## src/hdl/stru_pkg.sv

```systemverilog
// ----------------------------------------------------------------------------
// stru_pkg: shared types and constants of the sparing table remap unit
// Item structs, operation and status codes, and the token that walks the
// row of table cells.
// ----------------------------------------------------------------------------
package stru_pkg;

  localparam int TableEntries = 64;
  localparam int PosW = $clog2(TableEntries + 1);
  localparam int IdxW = 6;

  localparam logic [31:0] LocAvailable = 32'hFFFF_FFF0;
  localparam logic [31:0] LocCorrupted = 32'hFFFF_FFF1;

  typedef enum logic [2:0] {
    OP_LOAD   = 3'd0,
    OP_READ   = 3'd1,
    OP_XLATE  = 3'd2,
    OP_REMAP  = 3'd3,
    OP_UNMAP  = 3'd4,
    OP_CLEAR  = 3'd5,
    OP_RSVD6  = 3'd6,
    OP_RSVD7  = 3'd7
  } op_t;

  typedef enum logic [1:0] {
    ST_OK       = 2'd0,
    ST_FULL     = 2'd1,
    ST_REMAPPED = 2'd2,
    ST_NO_TABLE = 2'd3
  } status_t;

  typedef enum logic [1:0] {
    REG_ENABLE   = 2'd0,
    REG_PKT_LOG2 = 2'd1,
    REG_IN_USE   = 2'd2
  } reg_idx_t;

  typedef enum logic [1:0] {
    S_IDLE,
    S_GATHER,
    S_APPLY,
    S_FINISH
  } state_t;

  typedef struct packed {
    logic [2:0]  op;
    logic [31:0] block_addr;
    logic [31:0] block_count;
    logic        allow_respare;
    logic [5:0]  entry_index;
    logic [31:0] entry_original;
    logic [31:0] entry_spare;
  } req_t;

  typedef struct packed {
    logic [1:0]  status;
    logic [31:0] location;
    logic [31:0] read_original;
    logic [31:0] read_spare;
    logic [6:0]  free_spares;
    logic        table_changed;
  } rsp_t;

  // token handed from cell to cell; pass 0 gathers, pass 1 applies
  typedef struct packed {
    op_t              op;
    logic             apply;
    logic [PosW-1:0]  pos;
    logic [PosW-1:0]  used;
    logic [31:0]      addr;
    logic [31:0]      mask;
    logic [16:0]      bs;
    logic [32:0]      range_end;
    logic [IdxW-1:0]  idx;
    logic [31:0]      eo;
    logic [31:0]      es;
    logic             act;
    logic             found;
    logic [PosW-1:0]  hit_pos;
    logic             claimed;
    logic [31:0]      loc;
    logic [31:0]      rd_o;
    logic [31:0]      rd_s;
    logic [PosW-1:0]  free;
    logic             chg;
  } tok_t;

endpackage

```

## src/hdl/stru_cell.sv

```systemverilog
// ----------------------------------------------------------------------------
// stru_cell: one sparing table entry
// Holds an original/spare pair, acts on the passing token and hands the
// updated token to the next cell through a register.
// ----------------------------------------------------------------------------
module stru_cell (
  input  logic          clk,
  input  logic          rst,
  input  stru_pkg::tok_t tok_in,
  input  logic          tok_in_valid,
  output stru_pkg::tok_t tok_out,
  output logic          tok_out_valid
);
  import stru_pkg::*;

  logic [31:0] orig;
  logic [31:0] spare;
  logic [31:0] orig_next;
  logic [31:0] spare_next;
  tok_t        tok_next;
  logic        in_use;
  logic        marker;
  logic        here;

  // entry evaluation
  always_comb begin
    tok_next   = tok_in;
    orig_next  = orig;
    spare_next = spare;
    in_use     = tok_in.pos < tok_in.used;
    marker     = (orig == LocAvailable) || (orig == LocCorrupted);
    here       = tok_in.pos == {1'b0, tok_in.idx};
    if (!tok_in.apply) begin
      if (tok_in.op == OP_READ && here) begin
        tok_next.rd_o = orig;
        tok_next.rd_s = spare;
      end
      if (in_use && !marker && ((orig ^ tok_in.addr) & tok_in.mask) == 32'd0 &&
          !tok_in.found) begin
        tok_next.found   = 1'b1;
        tok_next.hit_pos = tok_in.pos;
        tok_next.loc     = spare + tok_in.addr - orig;
      end
    end else begin
      case (tok_in.op)
        OP_LOAD: begin
          if (here) begin
            orig_next  = tok_in.eo;
            spare_next = tok_in.es;
          end
        end
        OP_REMAP: begin
          if (tok_in.act) begin
            if (tok_in.found && tok_in.pos == tok_in.hit_pos) begin
              orig_next    = LocCorrupted;
              tok_next.chg = 1'b1;
            end else if (in_use && orig == LocAvailable && !tok_in.claimed) begin
              orig_next        = tok_in.addr & tok_in.mask;
              tok_next.loc     = spare;
              tok_next.claimed = 1'b1;
              tok_next.chg     = 1'b1;
            end
          end
        end
        OP_UNMAP: begin
          if (tok_in.act && in_use && !marker && orig >= tok_in.addr &&
              ({1'b0, orig} + {16'd0, tok_in.bs}) <= tok_in.range_end) begin
            orig_next    = LocAvailable;
            tok_next.chg = 1'b1;
          end
        end
        default: begin
        end
      endcase
    end
    // free count taken after any update of this entry
    if (in_use && (tok_in.apply ? orig_next : orig) == LocAvailable) begin
      tok_next.free = tok_in.free + 1'b1;
    end
    tok_next.pos = tok_in.pos + 1'b1;
  end

  // entry storage
  always_ff @(posedge clk) begin
    if (tok_in_valid && tok_in.apply) begin
      orig  <= orig_next;
      spare <= spare_next;
    end
  end

  // token stage
  always_ff @(posedge clk) begin
    if (rst) begin
      tok_out_valid <= 1'b0;
    end else begin
      tok_out_valid <= tok_in_valid;
    end
  end

  always_ff @(posedge clk) begin
    tok_out <= tok_next;
  end

endmodule

```

## config.mk

```make
export PLATFORM = sky130hd
export DESIGN_NAME = stru_cell
export DESIGN_NICKNAME = d
export VERILOG_FILES = /design/src/hdl/stru_pkg.sv /design/src/hdl/stru_cell.sv
export SDC_FILE = /design/constraint.sdc
export NUM_CORES = 1
export LEC_CHECK = 0
export ABC_AREA = 1
export BUFFER_PORTS_ARGS = -buffer_cell sky130_fd_sc_hd__buf_2
export CAP_MARGIN = 30
export CORE_AREA = 2 2 249 251
export DETAILED_ROUTE_END_ITERATION = 7
export DIE_AREA = 0 0 251 253
export PLACE_DENSITY = 0.6
export SYNTH_ARGS = -nofsm -noshare
export SYNTH_HDL_FRONTEND = slang
export SYNTH_SLANG_ARGS = --single-unit
```

## constraint.sdc

```tcl
create_clock -name clk -period 5.8 [get_ports clk]
set_clock_uncertainty 0.15 [all_clocks]
set_input_delay 1.16 -clock clk [delete_from_list [all_inputs] [get_ports clk]]
set_output_delay 1.16 -clock clk [all_outputs]
set_load 0.01 [all_outputs]
```

==> metrics.md <==
| Metric | Value |
|---|---|
| Final Cycle Share | `94.1%` |
| Worst-path clk slew | `0.06 ns` |
| Hold WC Path Type | `reg2reg` |
| Max Cap Viol | `0` |
| Initial antenna violation count | `4` |
| Core footprint | `61,000 sq um` |
| Hold Fails Final Rpt | `0` |
| Global route overflow | `0` |
| Fmax | `0.183 GHz` |
| Mapped cell area | `19,000 sq um` |
| Top-count cell post-synth | `nand2_1` |
| Avg WL per Cell | `19.6 um` |
| Post-synth EDFFs | `64` |
| Layout area overhead | `33.7%` |
| Clock buffer depth | `3` |
| Drt drc | `0` |
| Status | `finished, final reports clean` |
| Row Count | `91` |
| Vias per Instance | `4.65` |
| Maximum vdd ir drop | `about 0.00027 V` |
| H-tree Lvls | `2` |
| Largest cells by area after synthesis | `dfxtp_1 33%, nand2_1 10%, edfxtp_1 10%` |
| Final Setup Violations | `0` |
| NumNets Final | `3,580` |
| Cell taking the most area after synthesis | `dfxtp_1` |
| Root Buffer | `clkbuf_16` |
| Most used flip-flop cell after synthesis | `dfxtp_1` |
| Post-synthesis cell count | `2,404` |
| R2r setup slk | `~0.56 ns` |
| Met3 Wirelength | `5350 um` |
| Library cells used by synthesis | `52` |
| Leak | `0.0131 uW` |
| Vias post-DR | `roughly 18,000` |
| Largest net degree at the start of global routing | `61` |
| Synth warn | `0` |
| Die area | `around 64,000 sq um` |
| Final-layout fill cell count | `6,276` |
| Top Layer Used | `met5` |
| Cts bufs inserted | `44` |
| Die Wd | `251 um` |
| Slowest library cell on the worst path | `ha_1` |
| RD Place Congestion | `0.919` |
| Share of cells above drive strength 1 | `approximately 28%` |
| Pwr Total | `7150 uW` |
| Die H | `~250 um` |
| Async SR Flop Fraction | `0%` |
| Sequential element share of the synthesized area | `43.5%` |
| PD cells | `281 nW/um^2` |
| Critical Path Max Stage Delay | `0.29 ns` |
| Post-layout min period | `5.46 ns` |
| Detailed placement HPWL | `62,700 um` |
| Drt pass-1 iters | `5` |
| Initial cell density of the core | `31.2%` |
| Slack of the critical path | `approximately 0.34 ns` |
| Hold slack | `0.408 ns` |
| Critical Path End Type | `flip-flop` |
| Worst slew pin tran | `a little under 1 ns` |
| Fin util | `41.7%` |
| WP data arrival | `5.78 ns` |
| WL met2 | `36,700 um` |
| Top cells by count, synth | `517 x nand2_1, 381 x inv_1, 317 x dfxtp_1` |
| Pre-CTS setup slack | `-0.635 ns` |
| Synthesized flop and latch total | `381` |
| CTS tree | `yes` |
| Relative slew margins | `between 30 and 40%` |
| Final instance area | `25,400 sq um` |
| Antenna viol nets, final | `0` |
| Final wirelength | `approximately 77,000 um` |
| Metal-1 WL | `~33,000 um` |
| First-pass GRT wire length | `110,000 um` |
| Initial DRC count | `around 1,100` |
| Syn_area_per_cell | `7.91 sq um` |
| Max FO, Critical Path | `7` |
| Area after DPL | `23,600 sq um` |
| Overall Global Routing Usage | `23.2%` |
| Syn_nets | `2,877` |
| Clk sinks | `roughly 380` |
| Clock latency on the worst-skew pair | `0.57 ns` |
| WP data required | `slightly above 6 ns` |
| Fin. max-slew vios | `0` |
| IO buf count | `635` |
| Crit Path Class | `in2reg` |
| I/O pin count | `636` |
| Most used cell, CP | `nand2_1` |
| Crit path launch type | `primary input` |
| Vias in the first global route | `17,458` |
| Share of the synthesized area in the top cell type | `33.4%` |
-- worst max-delay path: cells and delay by family --
| kind | cells | cell delay (ns) |
|---|---|---|
| AO/OA/AOI/OAI | 7 | 1.07 |
| XOR/XNOR | 1 | 0.12 |
| adder cells (fa/ha/maj) | 2 | 0.57 |
| buffers and inverters | 7 | 0.75 |
| AND/OR/NAND/NOR | 24 | 2.09 |
-- logic make-up after synthesis --
logic type               after synthesis  share of synthesized area (%)
AND/OR/NAND/NOR                      863                           19.1
AO/OA/AOI/OAI                        478                           13.5
buffers and inverters                463                           9.43
flip-flops                           381                           43.5
adder cells (fa/ha/maj)              154                           11.4
XOR/XNOR                              64                           2.95
multiplexers                           1                         0.0592
-- timing repair --
action | in CTS | in global routing
gates cloned | 0 | 4
setup buffers | 0 | 7
gates resized for setup | 1 | 55
hold endpoints to repair | 0 | 0
hold buffers | 0 | 0
setup endpoints to repair | 5 | 7
pin swaps | 0 | 11
-- per-stage QoR --
step / std cells / setup TNS (ns)
floorplan: 2404 / 0
global placement: 3838 / -3.35
detailed placement: 3840 / -4.30
CTS: 3918 / 0
global route: 3929 / -0.135
finish: 3931 / 0
-- metal layers --
metal	vias to the layer above	track usage (%)
met3	112	4.15
met4	2	6.45
met5	-	0
met1	8246	29.7
li1	9191	-
met2	732	40.0
-- report_power, final --
| part | internal, uW | total, uW | switching, uW | leakage [uW] |
|---|---|---|---|---|
| logic | 557 | 1420 | 866 | 0.00914 |
| clock network | 1680 | 2840 | 1160 | 0.000736 |
| registers | 2830 | 2890 | 53.5 | 0.00326 |
| total | 5070 | 7150 | 2080 | 0.0131 |
-- cell usage in the layout (no fill, tap or decap), drive strengths merged, types with 3 or more instances in the layout --
cell / n
a31oi: 10
a221oi: 5
edfxtp: 64
buf: 729
nor4: 6
o22ai: 22
a21oi: 204
o21bai: 3
clkbuf: 64
xnor2: 18
xor2: 46
dfxtp: 317
clkinv: 10
o21ai: 195
inv: 393
nand3b: 17
o211ai: 13
nor2: 183
a21o: 7
a211oi: 8
nand4: 30
nand2: 522
a21boi: 3
nor3: 27
o21a: 4
ha: 122
nand3: 72
fa: 32
-- worst paths after layout --
check / startpoint / endpoint / cells after the start
setup / recovery: tok_in[218] / tok_out[4]$_DFF_P_ / 41
hold / removal: spare[28]$_DFFE_PP_ / tok_out[100]$_DFF_P_ / 2
setup reg to reg: orig[1]$_DFFE_PP_ / tok_out[4]$_DFF_P_ / 40
hold reg to reg: spare[28]$_DFFE_PP_ / tok_out[100]$_DFF_P_ / 2
-- cell type report --
| class | count | area, sq um | share of cell area [%] |
|---|---|---|---|
| Timing Repair Buffer | 732 | 4030 | 15.9 |
| Multi-Input combinational cell | 1560 | 9200 | 36.2 |
| Tap cell | 790 | 988 | 3.89 |
| Antenna cell | 2 | 5.00 | 0.0197 |
| Inverter | 388 | 1460 | 5.73 |
| Clock buffer | 61 | 1310 | 5.16 |
| Sequential cell | 381 | 8270 | 32.5 |
| Clock inverter | 17 | 163 | 0.640 |
-- state kept, by name, summed over array words and instances, names as in the netlist, named ones only --
name and count:
tok_out 316, orig 4, spare 32, tok_out_valid 1
Note: power is estimated with default switching activity, not from simulation.
